===== config.mk =====
export PLATFORM = sky130hd
export DESIGN_NAME = brf_mod
export DESIGN_NICKNAME = d
export VERILOG_FILES = /design/src/sv/brf_pkg.sv /design/src/sv/brf_mod.sv
export SDC_FILE = /design/constraint.sdc
export NUM_CORES = 1
export LEC_CHECK = 0
export BUFFER_PORTS_ARGS = -buffer_cell sky130_fd_sc_hd__buf_2
export CAP_MARGIN = 0
export CORE_ASPECT_RATIO = 2
export CORE_MARGIN = 2
export CORE_UTILIZATION = 50
export DETAILED_ROUTE_END_ITERATION = 7
export GPL_ROUTABILITY_DRIVEN = 1
export HOLD_SLACK_MARGIN = 0.05
export MAX_ROUTING_LAYER = met4
export PLACE_DENSITY = 0.73
export SLEW_MARGIN = 20
export SYNTH_ARGS = -nofsm -noshare
export SYNTH_HDL_FRONTEND = slang
export SYNTH_SLANG_ARGS = --single-unit

===== constraint.sdc =====
create_clock -name clk_i -period 6.9 [get_ports clk_i]
set_clock_uncertainty 0.1 [all_clocks]
set_input_delay 0.345 -clock clk_i [delete_from_list [all_inputs] [get_ports clk_i]]
set_output_delay 0.345 -clock clk_i [all_outputs]
set_load 0.02 [all_outputs]

===== src/sv/brf_pkg.sv =====
// Package with the types and constants shared by the byte ring buffer modules.
package brf_pkg;

  localparam int CfgW   = 11;
  localparam int DataW  = 8;
  localparam int CountW = 16;
  localparam int OutW   = 10;

  typedef enum logic [3:0] {
    ACT_WRITE    = 4'd0,
    ACT_READ     = 4'd1,
    ACT_PEEK     = 4'd2,
    ACT_SKIP     = 4'd3,
    ACT_FLUSH    = 4'd4,
    ACT_FETCH    = 4'd5,
    ACT_COMPLETE = 4'd6,
    ACT_SET_HEAD = 4'd7,
    ACT_SET_TAIL = 4'd8
  } brf_action_e;

  typedef logic [OutW-1:0] brf_cnt_t;

  typedef struct packed {
    logic [3:0]        action;
    logic [DataW-1:0]  data_in;
    logic [CountW-1:0] count;
    logic              want_next;
  } brf_item_t;

  typedef struct packed {
    logic             ok;
    logic [DataW-1:0] data_out;
    brf_cnt_t         chunk_start;
    brf_cnt_t         chunk_length;
    brf_cnt_t         readable_count;
    brf_cnt_t         writable_count;
  } brf_result_t;

endpackage


===== src/sv/brf_mod.sv =====
// Bit-serial remainder unit that reduces a position value modulo the ring size.
module brf_mod #(
  parameter int MAX_SLOTS = 1024
) (
  input  logic                             clk_i,
  input  logic                             rst_ni,
  input  logic                             start_i,
  input  logic [brf_pkg::CountW-1:0]       dividend_i,
  input  logic [$clog2(MAX_SLOTS+1)-1:0]   divisor_i,
  output logic                             busy_o,
  output logic                             done_o,
  output logic [$clog2(MAX_SLOTS)-1:0]     rem_o
);
  import brf_pkg::*;

  localparam int PW = $clog2(MAX_SLOTS);
  localparam int SW = $clog2(MAX_SLOTS + 1);
  localparam int NW = $clog2(CountW + 1);

  logic [CountW-1:0] dvd_q, dvd_d;
  logic [SW-1:0]     rem_q, rem_d;
  logic [NW-1:0]     cnt_q, cnt_d;
  logic              done_q, done_d;
  logic [SW:0]       trial;

  always_comb begin
    dvd_d  = dvd_q;
    rem_d  = rem_q;
    cnt_d  = cnt_q;
    done_d = 1'b0;
    trial  = {rem_q, dvd_q[CountW-1]};
    if (start_i) begin
      dvd_d = dividend_i;
      rem_d = '0;
      cnt_d = NW'(CountW);
    end else if (cnt_q != '0) begin
      dvd_d = {dvd_q[CountW-2:0], 1'b0};
      if (trial >= {1'b0, divisor_i}) begin
        rem_d = SW'(trial - {1'b0, divisor_i});
      end else begin
        rem_d = trial[SW-1:0];
      end
      cnt_d  = cnt_q - NW'(1);
      done_d = (cnt_q == NW'(1));
    end
  end

  always_ff @(posedge clk_i or negedge rst_ni) begin
    if (!rst_ni) begin
      cnt_q  <= '0;
      done_q <= 1'b0;
    end else begin
      cnt_q  <= cnt_d;
      done_q <= done_d;
    end
  end

  always_ff @(posedge clk_i) begin
    dvd_q <= dvd_d;
    rem_q <= rem_d;
  end

  assign busy_o = (cnt_q != '0);
  assign done_o = done_q;
  assign rem_o  = PW'(rem_q);

endmodule


Word level (Yosys, flattened, before mapping)
Cells that the tools add are included.
{"block": "classes", "n_addsub": 2, "magnitude_cmp": 1, "n_eq_ne": 1, "muxes": 7, "reduce_logical": 2}
{"cell": "$mux W16", "count": 2}
{"cell": "$ge A12 B11 Y1", "count": 1}
{"cell": "$mux W11", "count": 1}
{"cell": "$sub A11 B11 Y11", "count": 1}
{"cell": "$mux W5", "count": 2}
{"cell": "$eq A5 B1 Y1 const B", "count": 1}
{"cell": "$reduce_bool A5 Y1", "count": 1}
{"cell": "$sub A5 B1 Y5 const B", "count": 1}
{"cell": "$mux W1", "count": 2}
{"cell": "$reduce_bool A2 Y1", "count": 1}
{"block": "totals", "reg_bits": 33, "input_bits": 30, "out_inout_bits": 12, "elab_cells": 17}

Logic depth before layout (Yosys ltp)
Gate-level depths: netlist of run 1.
{"block": "depth", "ltp_word": 3, "depth_mapped": 10, "depth_no_buf": 9}

Least setup slack after synthesis of run 1
Ideal clock, no wire load.
{"block": "synth_timing", "path_kind": "flip-flop to flip-flop", "startpoint": "reg dvd_q[15]", "endpoint": "reg rem_q[9]", "setup_ps": 117, "t_arrival_ps": 2121, "t_required_ps": 6683, "setup_slack_ps": 4562, "stages_incl_launch_ff": 11, "path_buffers": 1, "synth_period_minus_slack_ps": 2338, "cell_sequence": "edfxtp_1 -> inv_1 -> ha_1 -> fa_1 -> nand2b_2 -> o2bb2ai_2 -> a211o_1 -> nand2_2 -> buf_6 -> o21ai_0 -> a32o_1"}
{"block": "synth_via", "elab_chain_cells": 2, "word_cells_on_any_way": 3, "classes_between": "add/sub (1); order compare (1); mux (1)"}
{"element": "from (decl)", "line": "brf_mod.sv:20", "rtl": "logic [CountW-1:0] dvd_q, dvd_d;"}
{"element": "from (signal assigned)", "line": "brf_mod.sv:59", "rtl": "dvd_q <= dvd_d;"}
{"element": "$sub A11 B11 Y11 or $ge A12 B11 Y1 (tied branches)", "line": "brf_mod.sv:39, brf_mod.sv:38"}
{"element": "$mux W11 (*)", "line": "brf_mod.sv:38", "rtl": "if (trial >= {1'b0, divisor_i}) begin"}
{"element": "to (signal assigned)", "line": "brf_mod.sv:60", "rtl": "rem_q <= rem_d;"}
{"element": "to (decl)", "line": "brf_mod.sv:21", "rtl": "logic [SW-1:0] rem_q, rem_d;"}
Every way passes the cells marked *; elsewhere a longest branch is shown, timed or not.
A chain may end at the register's enable or synchronous reset.

Worst setup path in the final report of run 1
Ends and elaborated chain as after synthesis.

==> impl_metrics.ini, run 1 <==
[status]
status = finished, final reports clean

[synthesis]
synth-seq-cells = 33
synth_warnings = 0
synth_seq_area_share_pct = 39.8
synth.area.top_cells = edfxtp_1 22%, dfxtp_1 10%, ha_1 8.2%
synthesis.area_sq_mm = 0.00214
synth_top_area_share_pct = 22.5
avgSynthCellArea_sq_um = 9.99
yosysMostFrequentCell = nor2_1
synth_ff_type = edfxtp_1
syn_nets = 259
synth-async-reset-ratio_pct = 18.2
ys_types = 53
synthTopCellsByCount = 20 x nor2_1, 18 x inv_1, 16 x edfxtp_1
synth_top_cell_by_area = edfxtp_1
synth-edff-count = 16
syn_inst = 214

[floorplan]
die_area_sq_mm = 0.00484
die_x_microns = 50.2
start_util_pct = 52.3
core.rowCount = 33
fp.coreArea_sq_mm = 0.00409
die_h_microns = 96.5
io_pins = 42

[cts]
cts_max_level = 2
clkTransAtPathRegs_ns = 0.07
clock_path_buffers = 2
cts-root-buf = clkbuf_8
clk_latency_ns = 0.29
cts_sinks = 33
cts_tree = done
cts_buffers = 5
post_cts_buffers = 0

[layout]
antenna_cells = 0
drive_above_1_share_pct = 29.4
utilization_pct = 58.8
nNetsFinal = 292
area_growth_pct = 12.4

[sta]
finalCriticalPeriod_ns = 2.62
tightest_slew_ns = 0.587
hold_viol = 0
setup_tns_ns = 0
finalSetupViolations = 0
rsz0062_at_grt = false
slew_viol_final = 0
period_share_pct = 38.0
slew_headroom_pct = 60.8
fmax_mhz = 382

[worst_setup_path]
worstSetupEndpointType = register
critPathMaxFanout = 12
critPathKind = register to register
cp-start-kind = register
crit_arrival_ns = 2.70
required_ns = 6.98

[pwr]
p_per_area_mw_per_mm2 = 373
vdd_drop_max_mv = 0.202
p_leak_nw = 1.09

[global_routing]
use_met2_pct = 37.6
grt_pass1_vias = 1647
met3_usage_pct = 3.38
grt_pass1_wl_microns = 7310
grt_usage_pct = 20.9
grt_antenna_before_repair = 0
grt_max_degree = 31
busiest_layer = met2
met1_usage_pct = 19.6
grt_overflow_total = 0

[place]
portBuffers = 41
hpwl_microns = 3550
gp_congestion = 0.867

[route]
drc_errors = 0
first_pass_iters = 4
wire_per_inst_microns = 15.2
ant_nets = 0
wirelength_microns = 4550
viasPerCell = 5.53
vias = 1659
drtIter0Drc = 40

[job]
maxCapViolations = 0

[worst_hold_path]
holdCritPathClass = input port to register
==> final cells by class <==
cell class                      instances  area, sq um
Clock buffer                            6         82.6
Sequential cell                        33          851
Inverter                               18         67.6
Multi-Input combinational cell        147         1110
Tap cell                               52         65.1
Timing Repair Buffer                   42          215
Fill cell                             364         1690
Clock inverter                          2         8.76
==> stage by stage <==
stage                     power (mW)  worst slack, ns  cell area (sq um)  hold WS (ns)  instances
after floorplan                0.670             4.56               2140       -0.0506        214
after global placement         0.744             4.32               2300        0.0757        291
after detailed placement       0.748             4.26               2300        0.0744        291
final                          0.896             4.28               2400         0.247        300
after CTS                      0.902             4.28               2400         0.241        300
after global routing           0.960             4.15               2400         0.255        300
==> placed cells by master, fill, tap and decap left out, types with 2 or more instances in the layout <==
cell	netlist	layout
buf_2	1	41
nor2_1	20	20
inv_1	18	18
edfxtp_1	16	16
mux2_2	15	15
ha_1	14	14
nand2_1	11	11
dfxtp_1	11	11
o21ai_0	10	10
a21oi_1	8	8
xnor2_1	6	6
mux2i_1	6	6
clkbuf_8	0	6
dfrtp_1	6	6
nor3_1	5	5
o21a_1	5	5
a211o_1	3	3
nand3_1	3	3
and2_1	2	2
and3_1	2	2
nand4_1	2	2
o21ai_1	2	2
nor2b_1	2	2
nand2b_1	2	2
or3_1	2	2
nor3b_1	2	2
==> power breakdown <==
part / internal (mW) / switching (mW) / leakage [nW]
Sequential: 0.270 / 0.0474 / 0.336
Clock: 0.0790 / 0.0699 / 0.0486
Combinational: 0.184 / 0.245 / 0.702
Total: 0.534 / 0.362 / 1.09
==> flip-flops by register name (all words and copies together) (netlist names) <==
register and count:
cnt_q 5, rem_q 11, done_o 1, dvd_q 16
==> layer usage <==
| metal | wire (microns) | vias up |
|---|---|---|
| met1 | 1650 | 763 |
| met2 | 2500 | 53 |
| li1 | - | 824 |
| met4 | 228 | 0 |
| met5 | 0 | - |
| met3 | 168 | 19 |
==> cell families (layout without fill, tap and decap cells) <==
logic type	Yosys count	in the layout	synth area share, %
xor gates and xnor gates	6	6	2.46
DFF	33	33	39.8
and+or+nand+nor	63	63	15.6
adders and majority gates	15	15	9.13
muxes	21	21	10.7
AOI/OAI and AO/OA	42	42	14.1
buffers and inverters	34	68	8.14
==> final timing paths <==
path | from | to | slack [ns] | depth (start not counted)
worst min register to register | rem_q[8] | rem_q[8] | 0.41 | 2
worst max register to register | dvd_q[15] | rem_q[9] | 4.28 | 9
worst min-delay path | dividend_i[0] | dvd_q[0] | 0.25 | 2
min in group asynchronous | rst_ni | cnt_q[4] | 0.31 | 2
max in group asynchronous | rst_ni | cnt_q[0] | 6.25 | 2
worst max-delay path | dvd_q[15] | rem_q[9] | 4.28 | 9
==> critical path, cell delays in order, from the launching register on <==
cell and delay, ns:
edfxtp_1 0.39, inv_1 0.06, ha_1 0.20, fa_1 0.41, nand2b_2 0.21, o2bb2ai_2 0.14, a211o_1 0.34, nand2_2 0.25
o21ai_0 0.14, a32o_1 0.27
==> what timing repair did <==
| action | in CTS | in global routing |
|---|---|---|
| endpoints found under the hold margin | 6 | 0 |
| endpoints found under the setup margin | 0 | 0 |
| gates resized for setup | 0 | 0 |
| hold buffers | 1 | 0 |
(Power assumes the default switching activity.)
==> run 2: changes to the inputs <==
--- a/config.mk
+++ b/config.mk
@@ -5,6 +5,7 @@
 export SDC_FILE = /design/constraint.sdc
 export NUM_CORES = 1
 export LEC_CHECK = 0
+export ABC_AREA = 1
 export BUFFER_PORTS_ARGS = -buffer_cell sky130_fd_sc_hd__buf_2
 export CAP_MARGIN = 0
 export CORE_ASPECT_RATIO = 2
==> constraint.sdc (replaced) <==
create_clock -name clk_i -period 2.66 [get_ports clk_i]
set_clock_uncertainty 0.1 [all_clocks]
set_input_delay 0.133 -clock clk_i [delete_from_list [all_inputs] [get_ports clk_i]]
set_output_delay 0.133 -clock clk_i [all_outputs]
set_load 0.02 [all_outputs]
==> run 2 against run 1 <==
  * Global-route usage increased by 2.2 points
  * Wire length is 19% higher
  * Via count increased by 28%
  * Die area grew 10%
  * Critical path type unchanged
  * Critical endpoint is now rem_q[0]
==> impl_metrics.ini, run 2 <==
[sta]
slew_headroom_pct = 45.2
rsz0062_at_grt = false
slew_viol_final = 0
period_share_pct = 84.0
finalCriticalPeriod_ns = 2.24
finalSetupViolations = 0
fmax_mhz = 447
setup_tns_ns = 0
hold_viol = 0
holdWs_ns = 0.0945
tightest_slew_ns = 0.822

[pwr]
vdd_drop_max_mv = 0.559
p_per_area_mw_per_mm2 = 993
clockPowerShare_pct = 13.6
p_int_mw = 1.48
net-switching-power_mw = 1.29
p_leak_nw = 1.55
switching_share_pct = 46.6
power_frac_comb_pct = 56.5
power_frac_seq_pct = 29.9

[synthesis]
synth_top_cell_by_area = edfxtp_1
yosysMostFrequentCell = nand2_1
synth-seq-cells = 33
syn_nets = 376
synth-edff-count = 16
synth_top_area_share_pct = 20.2
avgSynthCellArea_sq_um = 7.17
synthTopCellsByCount = 114 x nand2_1, 58 x inv_1, 23 x nand3_1
synth_warnings = 0
ys_types = 29
syn_inst = 331
synthesis.area_sq_mm = 0.00237
synth_seq_area_share_pct = 35.8
synth-async-reset-ratio_pct = 18.2
synth.area.top_cells = edfxtp_1 20%, nand2_1 18%, dfxtp_1 9.3%
synth_ff_type = edfxtp_1

[layout]
fillers = 451
drive_above_1_share_pct = 19.7
final_common_cell = nand2_1
largest_register = dvd_q
largest_reg_flops = 16
area_growth_pct = 17.2
antenna_cells = 0
nNetsFinal = 424
layout_common_cells = 114 x nand2_1, 58 x inv_1, 41 x buf_2
largest_registers = dvd_q x16, rem_q x11, cnt_q x5

[global_routing]
grt_usage_pct = 23.1
grt_max_degree = 24
grt_pass1_wl_microns = 8820
grt_antenna_before_repair = 0
grt_overflow_total = 0
grt_pass1_vias = 2035

[floorplan]
start_util_pct = 51.6
fp.coreArea_sq_mm = 0.00460
io_pins = 42
die_area_sq_mm = 0.00535
die_h_microns = 101
die_x_microns = 52.7
core.rowCount = 35

[cts]
cts-root-buf = clkbuf_8
cts_tree = done
cts_sinks = 33
cts_max_level = 2
cts_resized = 0
clk_latency_ns = 0.29
clkTransAtPathRegs_ns = 0.07
cts_buffers = 5
clock_path_buffers = 2

[worst_setup_path]
cp-start-kind = register
critPathMaxFanout = 12
crit_arrival_ns = 2.28
cp_common_cell = nand2_2
worstSetupEndpointType = register
max_stage_delay_ns = 0.40
critPathKind = register to register
path_cells = inv_1 -> ha_1 -> fa_1 -> inv_1 -> nand2_2 -> nand2_2 -> nand2_2 -> nand2_1 -> nand2_2 -> nand3_2 -> nand2_1 -> nand3_1 -> o21ai_0
crit_path_top_delay_cell = fa_1
required_ns = 2.71

[route]
viasPerCell = 4.89
drtIter0Drc = 31
vias = 2128
wire_per_inst_microns = 12.4
first_pass_iters = 4
ant_nets = 0
wirelength_microns = 5390
drc_errors = 0

[place]
gp_congestion = 0.841
hpwl_microns = 4040
portBuffers = 41

[status]
status = finished, final reports clean

[worst_hold_path]
holdCritPathClass = input port to asynchronous set/reset pin

[job]
maxCapViolations = 0
run 2: cell types whose count changed after synthesis, sizes merged, moves of 6 or more:
cell,before,now
buf,12,19
inv,18,61
mux2,15,0
mux2i,6,0
nand2,12,123
nand3,3,31
nand4,2,14
nor2,20,14
nor3,7,1
o21ai,12,6
xnor2,6,0
run 2: worst max-delay path, delay by kind of cell, from the launching register on:
kind            cells  cell delay (ns)
simple gates        8             0.82
fa+ha+maj           2             0.60
flops               1             0.32
buf+inv             2             0.17
compound gates      1             0.07
run 2: through the flow:
stage | util [%] | setup slack (ns) | cell area (sq um) | total power [mW] | cells
5_1_grt | 60.5 | 0.222 | 2780 | 3.00 | 435
2_1_floorplan | - | 0.749 | 2370 | 2.14 | 331
3_3_place_gp | 55.0 | 0.501 | 2530 | 2.36 | 410
3_5_place_dp | 55.0 | 0.418 | 2530 | 2.38 | 410
6_report | 60.5 | 0.424 | 2780 | 2.77 | 435
4_1_cts | 60.5 | 0.411 | 2780 | 2.78 | 435
run 2: final timing paths:
kind                                   to          from  slack [ns]  depth (start not counted)
worst max-delay path             rem_q[0]     dvd_q[15]        0.42                         13
worst min-delay path             cnt_q[4]        rst_ni        0.09                          2
worst max register to register   rem_q[0]     dvd_q[15]        0.42                         13
worst min register to register  rem_q[10]     rem_q[10]        0.37                          2
max in group asynchronous        cnt_q[0]        rst_ni        2.22                          2
min in group clk_i               rem_q[0]  divisor_i[0]        0.20                          5
run 2: kinds of logic (layout without fill, tap and decap cells):
| logic type | Yosys count | after routing | synth area share [%] |
|---|---|---|---|
| flops | 33 | 33 | 35.8 |
| simple gates | 184 | 184 | 35.5 |
| compound gates | 13 | 13 | 3.06 |
| xor+xnor | 5 | 5 | 1.84 |
| buf+inv | 81 | 130 | 15.5 |
| fa+ha+maj | 15 | 15 | 8.22 |
run 2: layer usage:
metal	routed length, microns	track usage [%]	vias to the layer above	share of wire [%]
met3	115	2.51	15	2.1
met2	3070	42.9	44	57
met1	1960	21.6	954	36
met4	241	13.4	0	4.5
met5	0	-	-	0
li1	-	-	1115	-
run 2: power groups by stage:
stage | Sequential, mW | Clock, mW | Combinational [mW]
global route | 0.846 | 0.402 | 1.76
detailed placement | 0.839 | 0 | 1.54
floorplan | 0.807 | 0 | 1.33
CTS | 0.828 | 0.380 | 1.57
finish | 0.826 | 0.376 | 1.56
global placement | 0.835 | 0 | 1.52
run 2: area by class of cell:
type                       count  area (sq um)  share of cell area, %
clock buffer                   5          68.8                   2.47
clock inverter                 3          17.5                  0.629
inverter                      62           233                   8.36
multi-input combinational    217          1150                   41.5
sequential                    33           851                   30.6
tap                           55          68.8                   2.47
timing repair buffer          60           390                   14.0
run 2: timing repair:
| item | CTS | global route |
|---|---|---|
| setup buffers | 0 | 0 |
| hold buffers | 17 | 0 |
| endpoints found under the setup margin | 0 | 0 |
| hold endpoints to repair | 22 | 0 |
==> run 3: changes to the inputs <==
--- a/config.mk
+++ b/config.mk
@@ -15,7 +15,7 @@
 export GPL_ROUTABILITY_DRIVEN = 1
 export HOLD_SLACK_MARGIN = 0.05
 export MAX_ROUTING_LAYER = met4
-export PLACE_DENSITY = 0.73
+export PLACE_DENSITY = 0.75
 export SLEW_MARGIN = 20
 export SYNTH_ARGS = -nofsm -noshare
 export SYNTH_HDL_FRONTEND = slang
==> constraint.sdc (replaced) <==
create_clock -name clk_i -period 1.9 [get_ports clk_i]
set_clock_uncertainty 0.1 [all_clocks]
set_input_delay 0.095 -clock clk_i [delete_from_list [all_inputs] [get_ports clk_i]]
set_output_delay 0.095 -clock clk_i [all_outputs]
set_load 0.02 [all_outputs]
==> run 3 against run 2 <==
  * The flow now finishes with violations (setup timing)
  * Total power increased by 54%
  * Highest routed layer unchanged
  * Critical path depth unchanged
  * Register-to-register slack got worse by 0.46 ns
  * Non-clock buffer count increased by 16
  * Final area increased by 7.1%
==> impl_metrics.ini, run 3 (synthesis results as in run 2) <==
[status]
status = complete, but fails checks
violations = setup timing

[cts]
cts-root-buf = clkbuf_8
cts_sinks = 33
clkTransAtPathRegs_ns = 0.07
clock_path_buffers = 2
clk_latency_ns = 0.29
cts_tree = done
cts_max_level = 2
cts_buffers = 5

[route]
viasPerCell = 5.00
drc_errors = 0
first_pass_iters = 4
ant_nets = 0
wirelength_microns = 5880
wire_per_inst_microns = 13.0
vias = 2262
drtIter0Drc = 64

[floorplan]
die_h_microns = 101
die_x_microns = 52.7
core.rowCount = 35
start_util_pct = 51.6
die_area_sq_mm = 0.00535
fp.coreArea_sq_mm = 0.00460
io_pins = 42

[pwr]
net-switching-power_mw = 1.89
switching_share_pct = 44.3
p_int_mw = 2.38
p_leak_nw = 1.66
power_frac_comb_pct = 57.1
power_frac_seq_pct = 27.0
clockPowerShare_pct = 16.0
p_per_area_mw_per_mm2 = 1430
vdd_drop_max_mv = 0.775

[sta]
rsz0062_at_grt = true
slew_viol_final = 0
fmax_mhz = 517
period_share_pct = 102
finalCriticalPeriod_ns = 1.94
slew_headroom_pct = 66.1
fin_ws_ns = -0.0352
tightest_slew_ns = 0.508
finalSetupViolations = 8
hold_viol = 0

[global_routing]
grt_usage_pct = 24.8
grt_max_degree = 24
grt_antenna_before_repair = 0
grt_pass1_vias = 2233
grt_pass1_wl_microns = 9400
grt_overflow_total = 0

[worst_setup_path]
critPathKind = register to register
critPathMaxFanout = 5
cp-start-kind = register
required_ns = 2.03
crit_arrival_ns = 2.06
cp-startpoint = dvd_q[15]
worstSetupEndpointType = register
r2r_start = dvd_q[15]

[job]
maxCapViolations = 0

[layout]
post-route-cell-area_sq_mm = 0.00298
nNetsFinal = 441
largest_reg_flops = 16
drive_above_1_share_pct = 24.7
largest_register = dvd_q
utilization_pct = 64.8
largest_registers = dvd_q x16, rem_q x11, cnt_q x5
antenna_cells = 0
final_common_cell = nand2_1
area_growth_pct = 25.5
layout_common_cells = 112 x nand2_1, 56 x inv_1, 42 x buf_2

[place]
post-place-ws_ns = -0.159
dpl_cell_area_sq_mm = 0.00262
portBuffers = 41
hpwl_microns = 4220
gp_congestion = 0.897

[worst_hold_path]
holdCritPathClass = input port to asynchronous set/reset pin
[run 3: routing by layer]
layer	up-vias	share of wire (%)	global-route usage [%]	wire length, microns
li1	1152	-	-	-
met5	-	0	-	0
met4	0	5.1	14.8	301
met2	56	58	46.4	3400
met1	1031	35	22.0	2050
met3	23	2.2	3.39	128
[run 3: worst paths after layout]
kind                            depth (start not counted)  slack (ns)  endpoint
worst min register to register                          2        0.39  rem_q[8]
max in group asynchronous                               2        1.49  cnt_q[0]
worst max register to register                         13       -0.04  rem_q[3]
worst min-delay path                                    2        0.05    done_o
worst max-delay path                                   13       -0.04  rem_q[3]
min in group clk_i                                      5        0.19  rem_q[0]
[run 3: what timing repair did]
action,CTS,global route
hold buffers,17,0
buffers inserted,1,2
resized for setup,4,7
hold endpoints to repair,22,0
cloned,0,2
pin swaps,0,3
setup endpoints to repair,11,13
[run 3: final cells by class]
cell class | instances | area (sq um)
Tap cell | 55 | 68.8
Sequential cell | 33 | 851
Inverter | 62 | 233
Multi-Input combinational cell | 218 | 1200
Clock inverter | 1 | 30.0
Clock buffer | 7 | 86.3
Timing Repair Buffer | 76 | 512
Fill cell | 405 | 1620
[run 3: metrics by stage]
stage | hold WS, ns | power [mW] | TNS (ns) | cells
floorplan | -0.301 | 2.99 | 0 | 331
global placement | -0.172 | 3.39 | -0.448 | 422
detailed placement | -0.166 | 3.43 | -1.30 | 422
CTS | 0.0551 | 4.18 | 0 | 448
global route | 0.0634 | 4.64 | -1.64 | 452
finish | 0.0545 | 4.27 | -0.162 | 452
[run 3: worst max-delay path, cell delays in order (launching register included)]
cell and delay [ns]:
edfxtp_1 0.34, inv_2 0.05, ha_4 0.16, fa_2 0.39, inv_2 0.07, nand2_2 0.05
nand2_2 0.08, nand2_2 0.06, nand2_2 0.08, nand2_4 0.08, buf_2 0.19, nand4_1 0.08
nand3_1 0.07, o21ai_1 0.09
[run 3: power by group through the flow]
stage / logic, mW / clock network [mW] / registers, mW
after floorplan: 1.86 / 0 / 1.13
after global placement: 2.23 / 0 / 1.15
after detailed placement: 2.27 / 0 / 1.16
after CTS: 2.34 / 0.693 / 1.15
after global routing: 2.74 / 0.731 / 1.18
final: 2.44 / 0.683 / 1.15
